File: src/design/clx_pkg.sv
// Shared types, token codes, byte codes and keyword tables for the lexer.
// No dependencies; imported by every lexer module.
package clx_pkg;

    localparam int C_SOURCE_BYTES = 65536;
    localparam int C_QUEUE_DEPTH  = 4;
    localparam int C_GROUP_MAX    = 3;
    localparam int C_KW_COUNT     = 7;

    typedef enum logic [2:0] {
        MODE_IDLE,
        MODE_IDENT,
        MODE_INT,
        MODE_INTDOT,
        MODE_REAL,
        MODE_STRING,
        MODE_OP
    } t_mode;

    // token classes
    localparam logic [4:0] TK_IDENT  = 5'd0;
    localparam logic [4:0] TK_INT    = 5'd1;
    localparam logic [4:0] TK_REAL   = 5'd2;
    localparam logic [4:0] TK_STRING = 5'd3;
    localparam logic [4:0] TK_TYPE   = 5'd4;
    localparam logic [4:0] TK_ADDOP  = 5'd5;
    localparam logic [4:0] TK_MULOP  = 5'd6;
    localparam logic [4:0] TK_RELOP  = 5'd7;
    localparam logic [4:0] TK_OR     = 5'd8;
    localparam logic [4:0] TK_AND    = 5'd9;
    localparam logic [4:0] TK_NOT    = 5'd10;
    localparam logic [4:0] TK_EQOP   = 5'd11;
    localparam logic [4:0] TK_SEMI   = 5'd12;
    localparam logic [4:0] TK_COMMA  = 5'd13;
    localparam logic [4:0] TK_LPAREN = 5'd14;
    localparam logic [4:0] TK_RPAREN = 5'd15;
    localparam logic [4:0] TK_LBRACE = 5'd16;
    localparam logic [4:0] TK_RBRACE = 5'd17;
    localparam logic [4:0] TK_ASSIGN = 5'd18;
    localparam logic [4:0] TK_IF     = 5'd19;
    localparam logic [4:0] TK_WHILE  = 5'd20;
    localparam logic [4:0] TK_RETURN = 5'd21;
    localparam logic [4:0] TK_ELSE   = 5'd22;
    localparam logic [4:0] TK_DOLLAR = 5'd23;
    localparam logic [4:0] TK_ERROR  = 5'd24;

    // source bytes with a meaning of their own
    localparam logic [7:0] CH_QUOTE      = 8'h22;
    localparam logic [7:0] CH_UNDERSCORE = 8'h5F;
    localparam logic [7:0] CH_DOT        = 8'h2E;
    localparam logic [7:0] CH_EQ         = 8'h3D;
    localparam logic [7:0] CH_BANG       = 8'h21;
    localparam logic [7:0] CH_LT         = 8'h3C;
    localparam logic [7:0] CH_GT         = 8'h3E;
    localparam logic [7:0] CH_AMP        = 8'h26;
    localparam logic [7:0] CH_PIPE       = 8'h7C;
    localparam logic [7:0] CH_PLUS       = 8'h2B;
    localparam logic [7:0] CH_MINUS      = 8'h2D;
    localparam logic [7:0] CH_STAR       = 8'h2A;
    localparam logic [7:0] CH_SLASH      = 8'h2F;
    localparam logic [7:0] CH_SEMI       = 8'h3B;
    localparam logic [7:0] CH_COMMA      = 8'h2C;
    localparam logic [7:0] CH_LPAREN     = 8'h28;
    localparam logic [7:0] CH_RPAREN     = 8'h29;
    localparam logic [7:0] CH_LBRACE     = 8'h7B;
    localparam logic [7:0] CH_RBRACE     = 8'h7D;
    localparam logic [7:0] CH_DOLLAR     = 8'h24;
    localparam logic [7:0] CH_SPACE      = 8'h20;
    localparam logic [7:0] CH_TAB        = 8'h09;
    localparam logic [7:0] CH_CR         = 8'h0D;

    typedef struct packed {
        logic [4:0]  kind;
        logic [15:0] start;
        logic [16:0] len;
        logic [7:0]  first;
    } t_token;

    // all tokens caused by one source byte
    typedef struct packed {
        t_token [C_GROUP_MAX-1:0] tok;
        logic [1:0]               cnt;
    } t_group;

    typedef struct packed {
        logic empty;
        logic full;
    } t_qstat;

    function automatic logic is_alpha(input logic [7:0] b);
        return (b >= 8'h61 && b <= 8'h7A) || (b >= 8'h41 && b <= 8'h5A);
    endfunction

    function automatic logic is_digit(input logic [7:0] b);
        return b >= 8'h30 && b <= 8'h39;
    endfunction

    function automatic logic is_space(input logic [7:0] b);
        return b == CH_SPACE || (b >= CH_TAB && b <= CH_CR);
    endfunction

    // keyword k, character p (zero past the end)
    function automatic logic [7:0] kw_char(input logic [2:0] k, input logic [2:0] p);
        logic [47:0] text;
        case (k)
            3'd0:    text = {"int", 24'h0};
            3'd1:    text = {"float", 8'h0};
            3'd2:    text = {"void", 16'h0};
            3'd3:    text = {"if", 32'h0};
            3'd4:    text = {"while", 8'h0};
            3'd5:    text = "return";
            3'd6:    text = {"else", 16'h0};
            default: text = '0;
        endcase
        if (p > 3'd5) begin
            return 8'h00;
        end
        return text[8*(5-int'(p)) +: 8];
    endfunction

    function automatic logic [2:0] kw_len(input logic [2:0] k);
        case (k)
            3'd0:    return 3'd3;
            3'd1:    return 3'd5;
            3'd2:    return 3'd4;
            3'd3:    return 3'd2;
            3'd4:    return 3'd5;
            3'd5:    return 3'd6;
            3'd6:    return 3'd4;
            default: return 3'd0;
        endcase
    endfunction

    function automatic logic [4:0] kw_type(input logic [2:0] k);
        case (k)
            3'd0, 3'd1, 3'd2: return TK_TYPE;
            3'd3:             return TK_IF;
            3'd4:             return TK_WHILE;
            3'd5:             return TK_RETURN;
            3'd6:             return TK_ELSE;
            default:          return TK_IDENT;
        endcase
    endfunction

endpackage

File: src/design/clx_front.sv
// Lexer front end: per-byte scanner state machine, builds the token group of each byte.
// Depends on clx_pkg.
module clx_front import clx_pkg::*; #(
    parameter int unsigned SOURCE_BYTES = C_SOURCE_BYTES
) (
    input  logic       i_clk,
    input  logic       i_rst_n,
    input  logic       i_valid,
    input  logic [7:0] i_source_byte,
    input  logic       i_end_of_source,
    input  t_qstat     i_qstat,
    output logic       o_stall,
    output logic       o_push,
    output t_group     o_group
);

    localparam logic [15:0] POS_MAX = (SOURCE_BYTES > 65536) ? 16'hFFFF
                                                              : 16'(SOURCE_BYTES - 1);
    localparam logic [16:0] LEN_MAX = (SOURCE_BYTES > 65536) ? 17'h10000
                                                              : 17'(SOURCE_BYTES);

    t_mode       r_mode, n_mode;
    logic [15:0] r_start, n_start;
    logic [15:0] r_pos, n_pos;
    logic [6:0]  r_kw, n_kw;
    logic [7:0]  r_first, n_first;
    logic [16:0] r_len, n_len;

    logic        accept;
    t_group      grp;

    // what a byte does when it lands between tokens
    t_mode       f_mode;
    logic [6:0]  f_kw;
    logic        f_begin;
    logic        f_emit;
    logic [4:0]  f_kind;

    function automatic logic [15:0] sat_pos(input logic [17:0] v);
        return (v > {2'b00, POS_MAX}) ? POS_MAX : v[15:0];
    endfunction

    function automatic logic [16:0] inc_len(input logic [16:0] v);
        return (v >= LEN_MAX) ? LEN_MAX : v + 17'd1;
    endfunction

    function automatic t_group add(input t_group g, input logic [4:0] kind,
                                   input logic [15:0] start, input logic [16:0] len,
                                   input logic [7:0] first);
        t_group r;
        r = g;
        r.tok[r.cnt] = t_token'{kind, start, len, first};
        r.cnt = r.cnt + 2'd1;
        return r;
    endfunction

    function automatic logic [4:0] ident_kind(input logic [6:0] kw, input logic [16:0] len,
                                              input logic boundary);
        logic [4:0] kind;
        kind = TK_IDENT;
        if (boundary) begin
            for (int i = 0; i < C_KW_COUNT; i++) begin
                if (kw[i] && len == {14'd0, kw_len(3'(i))}) begin
                    kind = kw_type(3'(i));
                end
            end
        end
        return kind;
    endfunction

    function automatic logic [4:0] single_op(input logic [7:0] p);
        if (p == CH_EQ) begin
            return TK_ASSIGN;
        end else if (p == CH_BANG) begin
            return TK_NOT;
        end else if (p == CH_LT || p == CH_GT) begin
            return TK_RELOP;
        end
        return TK_ERROR;
    endfunction

    assign o_stall = i_qstat.full;
    assign accept  = i_valid && !i_qstat.full;

    always_comb begin
        logic [7:0] b;
        b       = i_source_byte;
        f_mode  = MODE_IDLE;
        f_kw    = '0;
        f_begin = 1'b0;
        f_emit  = 1'b0;
        f_kind  = TK_ERROR;
        if (is_space(b)) begin
            f_mode = MODE_IDLE;
        end else if (b == CH_QUOTE) begin
            f_mode  = MODE_STRING;
            f_begin = 1'b1;
        end else if (is_alpha(b)) begin
            f_mode  = MODE_IDENT;
            f_begin = 1'b1;
            for (int i = 0; i < C_KW_COUNT; i++) begin
                f_kw[i] = (kw_char(3'(i), 3'd0) == b);
            end
        end else if (is_digit(b)) begin
            f_mode  = MODE_INT;
            f_begin = 1'b1;
        end else if (b == CH_EQ || b == CH_BANG || b == CH_LT || b == CH_GT ||
                     b == CH_AMP || b == CH_PIPE) begin
            f_mode  = MODE_OP;
            f_begin = 1'b1;
        end else begin
            f_emit = 1'b1;
            unique case (b) inside
                CH_PLUS, CH_MINUS: f_kind = TK_ADDOP;
                CH_STAR, CH_SLASH: f_kind = TK_MULOP;
                CH_SEMI:           f_kind = TK_SEMI;
                CH_COMMA:          f_kind = TK_COMMA;
                CH_LPAREN:         f_kind = TK_LPAREN;
                CH_RPAREN:         f_kind = TK_RPAREN;
                CH_LBRACE:         f_kind = TK_LBRACE;
                CH_RBRACE:         f_kind = TK_RBRACE;
                CH_DOLLAR:         f_kind = TK_DOLLAR;
                default:           f_kind = TK_ERROR;
            endcase
        end
    end

    always_comb begin
        logic [7:0]  b;
        logic [15:0] pos;
        logic [16:0] ilen;
        logic [17:0] dot_pos;
        logic        do_fresh;
        b        = i_source_byte;
        pos      = r_pos;
        ilen     = '0;
        dot_pos  = '0;
        do_fresh = 1'b0;
        grp      = '0;
        n_mode   = r_mode;
        n_start  = r_start;
        n_pos    = r_pos;
        n_kw     = r_kw;
        n_first  = r_first;
        n_len    = r_len;

        unique case (r_mode)
            MODE_IDENT: begin
                if (is_alpha(b) || is_digit(b)) begin
                    for (int i = 0; i < C_KW_COUNT; i++) begin
                        if (!(r_len < {14'd0, kw_len(3'(i))} &&
                              kw_char(3'(i), r_len[2:0]) == b)) begin
                            n_kw[i] = 1'b0;
                        end
                    end
                    n_len = inc_len(r_len);
                end else begin
                    grp = add(grp, ident_kind(r_kw, r_len, b != CH_UNDERSCORE),
                              r_start, r_len, r_first);
                    do_fresh = 1'b1;
                end
            end
            MODE_INT: begin
                if (is_digit(b)) begin
                    n_len = inc_len(r_len);
                end else if (b == CH_DOT) begin
                    n_len  = inc_len(r_len);
                    n_mode = MODE_INTDOT;
                end else begin
                    grp = add(grp, TK_INT, r_start, r_len, r_first);
                    do_fresh = 1'b1;
                end
            end
            MODE_INTDOT: begin
                if (is_digit(b)) begin
                    n_len  = inc_len(r_len);
                    n_mode = MODE_REAL;
                end else begin
                    // integer part, then the stray dot
                    ilen    = (r_len > 17'd1) ? r_len - 17'd1 : 17'd1;
                    dot_pos = {2'b00, r_start} + {1'b0, ilen};
                    grp = add(grp, TK_INT, r_start, ilen, r_first);
                    grp = add(grp, TK_ERROR, sat_pos(dot_pos), 17'd1, CH_DOT);
                    do_fresh = 1'b1;
                end
            end
            MODE_REAL: begin
                if (is_digit(b)) begin
                    n_len = inc_len(r_len);
                end else begin
                    grp = add(grp, TK_REAL, r_start, r_len, r_first);
                    do_fresh = 1'b1;
                end
            end
            MODE_STRING: begin
                n_len = inc_len(r_len);
                if (b == CH_QUOTE) begin
                    grp    = add(grp, TK_STRING, r_start, inc_len(r_len), r_first);
                    n_mode = MODE_IDLE;
                end
            end
            MODE_OP: begin
                if ((r_first == CH_EQ || r_first == CH_BANG) && b == CH_EQ) begin
                    grp    = add(grp, TK_EQOP, r_start, 17'd2, r_first);
                    n_mode = MODE_IDLE;
                end else if ((r_first == CH_LT || r_first == CH_GT) && b == CH_EQ) begin
                    grp    = add(grp, TK_RELOP, r_start, 17'd2, r_first);
                    n_mode = MODE_IDLE;
                end else if (r_first == CH_AMP && b == CH_AMP) begin
                    grp    = add(grp, TK_AND, r_start, 17'd2, r_first);
                    n_mode = MODE_IDLE;
                end else if (r_first == CH_PIPE && b == CH_PIPE) begin
                    grp    = add(grp, TK_OR, r_start, 17'd2, r_first);
                    n_mode = MODE_IDLE;
                end else begin
                    grp = add(grp, single_op(r_first), r_start, 17'd1, r_first);
                    do_fresh = 1'b1;
                end
            end
            default: begin
                do_fresh = 1'b1;
            end
        endcase

        if (do_fresh) begin
            n_mode = f_mode;
            n_kw   = f_kw;
            if (f_begin) begin
                n_start = pos;
                n_first = b;
                n_len   = 17'd1;
            end
            if (f_emit) begin
                grp = add(grp, f_kind, pos, 17'd1, b);
            end
        end

        if (i_end_of_source) begin
            // flush whatever token is still open
            case (n_mode)
                MODE_IDENT:  grp = add(grp, ident_kind(n_kw, n_len, 1'b1),
                                       n_start, n_len, n_first);
                MODE_INT:    grp = add(grp, TK_INT, n_start, n_len, n_first);
                MODE_INTDOT: begin
                    ilen    = (n_len > 17'd1) ? n_len - 17'd1 : 17'd1;
                    dot_pos = {2'b00, n_start} + {1'b0, ilen};
                    grp = add(grp, TK_INT, n_start, ilen, n_first);
                    grp = add(grp, TK_ERROR, sat_pos(dot_pos), 17'd1, CH_DOT);
                end
                MODE_REAL:   grp = add(grp, TK_REAL, n_start, n_len, n_first);
                MODE_STRING: grp = add(grp, TK_ERROR, n_start, 17'd1, CH_QUOTE);
                MODE_OP:     grp = add(grp, single_op(n_first), n_start, 17'd1, n_first);
                default:     grp = grp;
            endcase
            n_mode = MODE_IDLE;
            n_kw   = '0;
            n_pos  = '0;
        end else begin
            n_pos = sat_pos({2'b00, pos} + 18'd1);
        end
    end

    always_ff @(posedge i_clk) begin
        if (!i_rst_n) begin
            r_mode  <= MODE_IDLE;
            r_start <= '0;
            r_pos   <= '0;
            r_kw    <= '0;
            r_first <= '0;
            r_len   <= '0;
        end else if (accept) begin
            r_mode  <= n_mode;
            r_start <= n_start;
            r_pos   <= n_pos;
            r_kw    <= n_kw;
            r_first <= n_first;
            r_len   <= n_len;
        end
    end

    assign o_push  = accept && (grp.cnt != 2'd0);
    assign o_group = grp;

endmodule

File: src/design/clx_queue.sv
// Short FIFO of token groups between the scanner and the output serializer.
// Depends on clx_pkg.
module clx_queue import clx_pkg::*; (
    input  logic   i_clk,
    input  logic   i_rst_n,
    input  logic   i_push,
    input  t_group i_group,
    input  logic   i_pop,
    output t_qstat o_qstat,
    output t_group o_head
);

    localparam int QW = $clog2(C_QUEUE_DEPTH);

    t_group          r_mem [C_QUEUE_DEPTH];
    logic [QW-1:0]   r_wr;
    logic [QW-1:0]   r_rd;
    logic [QW:0]     r_count;

    always_ff @(posedge i_clk) begin
        if (i_push) begin
            r_mem[r_wr] <= i_group;
        end
    end

    always_ff @(posedge i_clk) begin
        if (!i_rst_n) begin
            r_wr    <= '0;
            r_rd    <= '0;
            r_count <= '0;
        end else begin
            if (i_push) begin
                r_wr <= r_wr + QW'(1);
            end
            if (i_pop) begin
                r_rd <= r_rd + QW'(1);
            end
            case ({i_push, i_pop})
                2'b10:   r_count <= r_count + (QW+1)'(1);
                2'b01:   r_count <= r_count - (QW+1)'(1);
                default: r_count <= r_count;
            endcase
        end
    end

    assign o_qstat.empty = (r_count == '0);
    assign o_qstat.full  = (r_count == (QW+1)'(C_QUEUE_DEPTH));
    assign o_head        = r_mem[r_rd];

endmodule

File: src/design/clx_back.sv
// Output serializer: hands out the tokens of the head group one word at a time.
// Depends on clx_pkg.
module clx_back import clx_pkg::*; (
    input  logic        i_clk,
    input  logic        i_rst_n,
    input  t_group      i_head,
    input  t_qstat      i_qstat,
    input  logic        i_stall,
    output logic        o_pop,
    output logic        o_valid,
    output logic [4:0]  o_token_type,
    output logic [15:0] o_start_offset,
    output logic [16:0] o_token_length,
    output logic [7:0]  o_first_symbol,
    output logic        o_last_of_run
);

    logic [1:0] r_idx;
    t_token     tok;
    logic       last;
    logic       take;

    assign tok     = i_head.tok[r_idx];
    assign last    = (r_idx == i_head.cnt - 2'd1);
    assign o_valid = !i_qstat.empty;
    assign take    = o_valid && !i_stall;
    assign o_pop   = take && last;

    always_ff @(posedge i_clk) begin
        if (!i_rst_n) begin
            r_idx <= '0;
        end else if (take) begin
            r_idx <= last ? 2'd0 : r_idx + 2'd1;
        end
    end

    assign o_token_type   = tok.kind;
    assign o_start_offset = tok.start;
    assign o_token_length = tok.len;
    assign o_first_symbol = tok.first;
    assign o_last_of_run  = last;

endmodule

File: src/design/c_subset_lexer.sv
// Top level of the streaming lexer: scanner, token-group queue, output serializer.
// Depends on clx_pkg, clx_front, clx_queue, clx_back.

// Takes one source byte per cycle whenever o_stall is low, and emits tokens as type,
// start offset, length and first byte, one word per cycle while i_stall is low. A
// byte can close a token, add a single-byte token and (with end_of_source) flush the
// open one, so it causes 0 to 3 output words; o_last_of_run marks the last of them.
// Input and output are decoupled by a 4-entry queue of per-byte token groups: the
// scanner keeps taking bytes while the queue has room, and the output side drains
// one token per cycle while i_stall is low, so the sustained rate is one byte per
// cycle as long as bytes average no more than one token each. An accepted byte's
// group is registered in the queue before its first token is output. Offsets
// saturate at min(SOURCE_BYTES,65536)-1 and lengths at min(SOURCE_BYTES,65536);
// after the end_of_source byte the position returns to zero for the next source.
module c_subset_lexer import clx_pkg::*; #(
    parameter int unsigned SOURCE_BYTES = C_SOURCE_BYTES
) (
    input  logic        i_clk,
    input  logic        i_rst_n,
    input  logic        i_valid,
    output logic        o_stall,
    input  logic [7:0]  i_source_byte,
    input  logic        i_end_of_source,
    output logic        o_valid,
    input  logic        i_stall,
    output logic [4:0]  o_token_type,
    output logic [15:0] o_start_offset,
    output logic [16:0] o_token_length,
    output logic [7:0]  o_first_symbol,
    output logic        o_last_of_run
);

    t_qstat qstat;
    t_group push_group;
    t_group head;
    logic   push;
    logic   pop;

    clx_front #(
        .SOURCE_BYTES(SOURCE_BYTES)
    ) u_front (
        .i_clk          (i_clk),
        .i_rst_n        (i_rst_n),
        .i_valid        (i_valid),
        .i_source_byte  (i_source_byte),
        .i_end_of_source(i_end_of_source),
        .i_qstat        (qstat),
        .o_stall        (o_stall),
        .o_push         (push),
        .o_group        (push_group)
    );

    clx_queue u_queue (
        .i_clk  (i_clk),
        .i_rst_n(i_rst_n),
        .i_push (push),
        .i_group(push_group),
        .i_pop  (pop),
        .o_qstat(qstat),
        .o_head (head)
    );

    clx_back u_back (
        .i_clk         (i_clk),
        .i_rst_n       (i_rst_n),
        .i_head        (head),
        .i_qstat       (qstat),
        .i_stall       (i_stall),
        .o_pop         (pop),
        .o_valid       (o_valid),
        .o_token_type  (o_token_type),
        .o_start_offset(o_start_offset),
        .o_token_length(o_token_length),
        .o_first_symbol(o_first_symbol),
        .o_last_of_run (o_last_of_run)
    );

endmodule

File: config.mk
export PLATFORM = sky130hd
export DESIGN_NAME = c_subset_lexer
export DESIGN_NICKNAME = d
export VERILOG_FILES = /design/src/design/clx_pkg.sv /design/src/design/clx_front.sv /design/src/design/clx_queue.sv /design/src/design/clx_back.sv /design/src/design/c_subset_lexer.sv
export SDC_FILE = /design/constraint.sdc
export NUM_CORES = 1
export LEC_CHECK = 0
export BUFFER_PORTS_ARGS = -buffer_cell sky130_fd_sc_hd__buf_2
export CORE_UTILIZATION = 57
export DETAILED_ROUTE_END_ITERATION = 7
export PLACE_DENSITY_LB_ADDON = 0.3
export SYNTH_ARGS = -nofsm -noshare
export SYNTH_HDL_FRONTEND = slang
export SYNTH_HIERARCHICAL = 1
export SYNTH_SLANG_ARGS = --single-unit
File: constraint.sdc
create_clock -name i_clk -period 8.4 [get_ports i_clk]
set_input_delay 0.42 -clock i_clk [delete_from_list [all_inputs] [get_ports i_clk]]
set_output_delay 0.42 -clock i_clk [all_outputs]
set_load 0.1 [all_outputs]
==> results.toml <==
[run_status]
status = "finished with violations"
violations = "DRC"

[timing]
slew_headroom_pct = 8.327
final_max_slew_viol_count = 0
fin_crit_sh_pct = 89.42
setup_viol = 0
fin_skew_ns = 0.03624
finalHoldViolCount = 0
tightest_slew_ns = 1.361
period_needed_ns = 7.512
whs_ns = 0.2186
setup_tns_ns = 0
rsz0062_at_grt = "no"
max_freq_mhz = 133.1

[global_routing]
grtUsageTotal_pct = 40.13
grt_pass1_wl_um = 188000
grt_pass1_vias = 28130
grt_start_max_net_pins = 112
grt_antenna_before_repair = 4
grt_overflow = 0

[pwr]
power_density_nw_per_um2 = 221.1
swShare_pct = 32.84
power.total_uw = 8819
p_clk_share_pct = 33.1
pwr-share-seq_pct = 42.6
p_int_uw = 5923
p_leak_uw = 0.01352
irDropWorstVdd_mv = 0.1546
p_comb_share_pct = 24.3
p_sw_uw = 2897

[synthesis]
synthTopCellsByCount = "560 x edfxtp_1, 315 x nand2_1, 180 x o21ai_0"
seq_area_frac_synth_pct = 50.64
async_reset_ff_share_pct = 0
synth-seq-cells = 638
synth.largest_area_cell = "edfxtp_1"
synth.most_common_cell = "edfxtp_1"
ys.flop_type = "edfxtp_1"
synth.distinct_cells = 124
synth_top_area_share_pct = 46.34
syn_nets = 3233
synth_edf_count = 560
synth_cells = 3155
syn_avg_cell_area_sq_um = 11.50
synth_area_leaders = "edfxtp_1 46%, mux4_2 8.7%, dfxtp_1 4.3%"
syn_area_sq_um = 36290
yosysWarnings = 6

[floorplan]
io_pins = 62
rows = 92
initial_core_util_pct = 57.63
fp.dieW_um = 254.3
fp.dieArea_sq_um = 64680
fp.coreArea_sq_um = 62970
chipHeight_um = 254.3

[critical_path]
r2r-end = "u_queue/r_mem[2][81]$_DFFE_PP_"
r2r_slack_ns = 0.89
cp.arrival_ns = 7.80
worstPathRequired_ns = 8.69
reg2reg_from = "u_front/r_len[2]$_SDFFE_PN0P_"
slowest_stage = "dfxtp_1"
critPathMaxStageDelay_ns = 0.63
crit_path_start_kind = "register"
crit_buf_inv = 3
critical_path.max_fanout = 39
worstPathCellList = "ha_1 -> nand4_1 -> buf_4 -> nor3_1 -> mux2i_1 -> o211ai_1 -> o32ai_1 -> a41oi_1 -> o32a_1 -> nand2_1 -> ha_1 -> inv_1 -> fa_1 -> nor2b_1 -> o21a_1 -> o21ai_0 -> a211oi_1 -> o211ai_1 -> or3_1 -> a211o_1 -> nand2_1 -> buf_4 -> a31oi_1"
critPathTopFamily = "compound AO/OA/AOI/OAI gates"
critPathKind = "register to register"
critPathCaptureType = "register"
r2r_cells = 23

[worst_hold_path]
hp-start = "i_source_byte[6]"
hold_path.class = "input port to register"
min_path_cells = 3
min_to = "u_front/r_first[6]$_SDFFE_PN0P_"

[clock_network]
clockBufferDepth = 3
ctsHoldBuffers = 0
post_cts_buffers = 0
root_buffer = "clkbuf_16"
clk_pin_slew_ns = 0.06
cts_buffers = 68
htreeDepth = 3
clock-sinks = 638
clk_latency_ns = 0.62
ctsResizeCount = 0
tritoncts = "built"

[job]
drv_cap = 0

[finish]
nNetsFinal = 3245
fin_area_sq_um = 39890
final_util_pct = 63.36
syn_to_final_growth_pct = 9.941
drive_gt1_share_pct = 16.51

[route]
drt_iter0_drc = 4411
drcViolationCount = 2
ant_nets = 0
vias = 29520
routed_wl_um = 130200
drtPass1Iterations = 8
wl_per_cell_um = 32.03
vias_per_cell = 7.261

[place]
place_area_sq_um = 37710
gp_congestion = 1.077
portBuffers = 61
dp_hpwl_um = 91790
-- state kept, by name (all words and copies together) (netlist names), named ones only --
| register | count |
|---|---|
| u_queue/r_count | 3 |
| u_front/r_start | 16 |
| u_back/r_idx | 2 |
| u_front/r_len | 17 |
| u_queue/r_wr | 2 |
| u_queue/r_rd | 2 |
| u_front/r_first | 8 |
| u_queue/r_mem | 560 |
| u_front/r_pos | 16 |
| u_front/r_mode | 3 |
| u_front/r_kw | 7 |
-- power groups by stage --
stage               Sequential, uW  Combinational [uW]  Clock (uW)
detailed placement            3820                2080           0
CTS                           3760                2100        2950
finish                        3760                2140        2920
global route                  3770                2220        3060
floorplan                     3790                1550           0
global placement              3800                2060           0
-- kinds of logic (layout without fill, tap and decap cells) --
kind of cell	Yosys count	after routing	synth area share, %
other	0	2	0
muxes	204	204	10.48
DFF	638	638	50.64
and+or+nand+nor	910	910	12.48
adders and majority gates	65	65	2.303
buffers and inverters	342	404	4.241
AOI/OAI and AO/OA	906	906	17.67
xor gates and xnor gates	90	90	2.172
-- layout by cell type (no fill, tap or decap), types with 23 or more instances in the layout --
master and n:
ha_1 62, a22oi_1 23, nand3_1 60, o211ai_1 31, inv_1 91, edfxtp_1 560
or3_1 24, nor4_1 29, clkbuf_16 68, and2_1 32, nand2_1 315, xor2_1 33
o22ai_1 48, mux2i_1 59, dfxtp_1 74, o21ai_0 180, buf_2 61, nand2b_1 29
and3_1 30, xnor2_1 57, a221oi_1 57, a21boi_0 24, nor2b_1 32, nor2_1 168
a211oi_1 59, nor3_1 71, a21oi_1 176, mux4_2 140, a31oi_1 43, buf_4 110
-- how the worst max path moves through the flow --
stage,from,end,cells past startpoint
after floorplan,i_source_byte[6],u_queue/r_mem[0][0]$_DFFE_PP_,17
after global placement,i_source_byte[4],u_queue/r_mem[0][134]$_DFFE_PP_,25
after detailed placement,i_source_byte[4],u_queue/r_mem[3][134]$_DFFE_PP_,25
after CTS,u_front/r_len[1]$_SDFFE_PN0P_,u_queue/r_mem[0][134]$_DFFE_PP_,23
after global routing,u_front/r_len[1]$_SDFFE_PN0P_,u_queue/r_mem[2][78]$_DFFE_PP_,23
final,u_front/r_len[2]$_SDFFE_PN0P_,u_queue/r_mem[2][81]$_DFFE_PP_,23
-- cell type report --
cell class                      count  area (sq um)
Antenna cell                        2         5.005
Clock buffer                       90          1784
Clock inverter                     30         380.4
Fill cell                        4835         23070
Inverter                           94         352.8
Multi-Input combinational cell   2175         16420
Sequential cell                   638         18390
Tap cell                          846          1059
Timing Repair Buffer              190          1503
-- per-layer routing --
layer / track usage (%) / up-vias / share of wire, % / routed length, um
met2: 59.97 / 2133 / 44 / 57100
li1: - / 12320 / - / -
met5: 0 / - / 0.0092 / 12
met1: 55.52 / 14670 / 39 / 50740
met3: 10.98 / 392 / 13 / 16700
met4: 16.11 / 2 / 4.3 / 5660
-- per-stage QoR --
stage | cells | worst slack, ns
6_report | 4065 | 0.8884
5_1_grt | 4063 | 0.6878
4_1_cts | 4062 | 1.129
3_5_place_dp | 3942 | 0.8394
3_3_place_gp | 3942 | 0.9866
2_1_floorplan | 3155 | 0.7184
-- worst reg2reg max path: stages (launching register included) --
cell and delay [ns]:
dfxtp_1 0.63, ha_1 0.46, nand4_1 0.14, buf_4 0.21
nor3_1 0.33, mux2i_1 0.54, o211ai_1 0.32, o32ai_1 0.42
a41oi_1 0.31, o32a_1 0.26, nand2_1 0.28, ha_1 0.25
inv_1 0.08, fa_1 0.46, nor2b_1 0.13, o21a_1 0.17
o21ai_0 0.10, a211oi_1 0.37, o211ai_1 0.21, or3_1 0.36
a211o_1 0.35, nand2_1 0.11, buf_4 0.43, a31oi_1 0.29
Note: power is estimated with default switching activity, not from simulation.
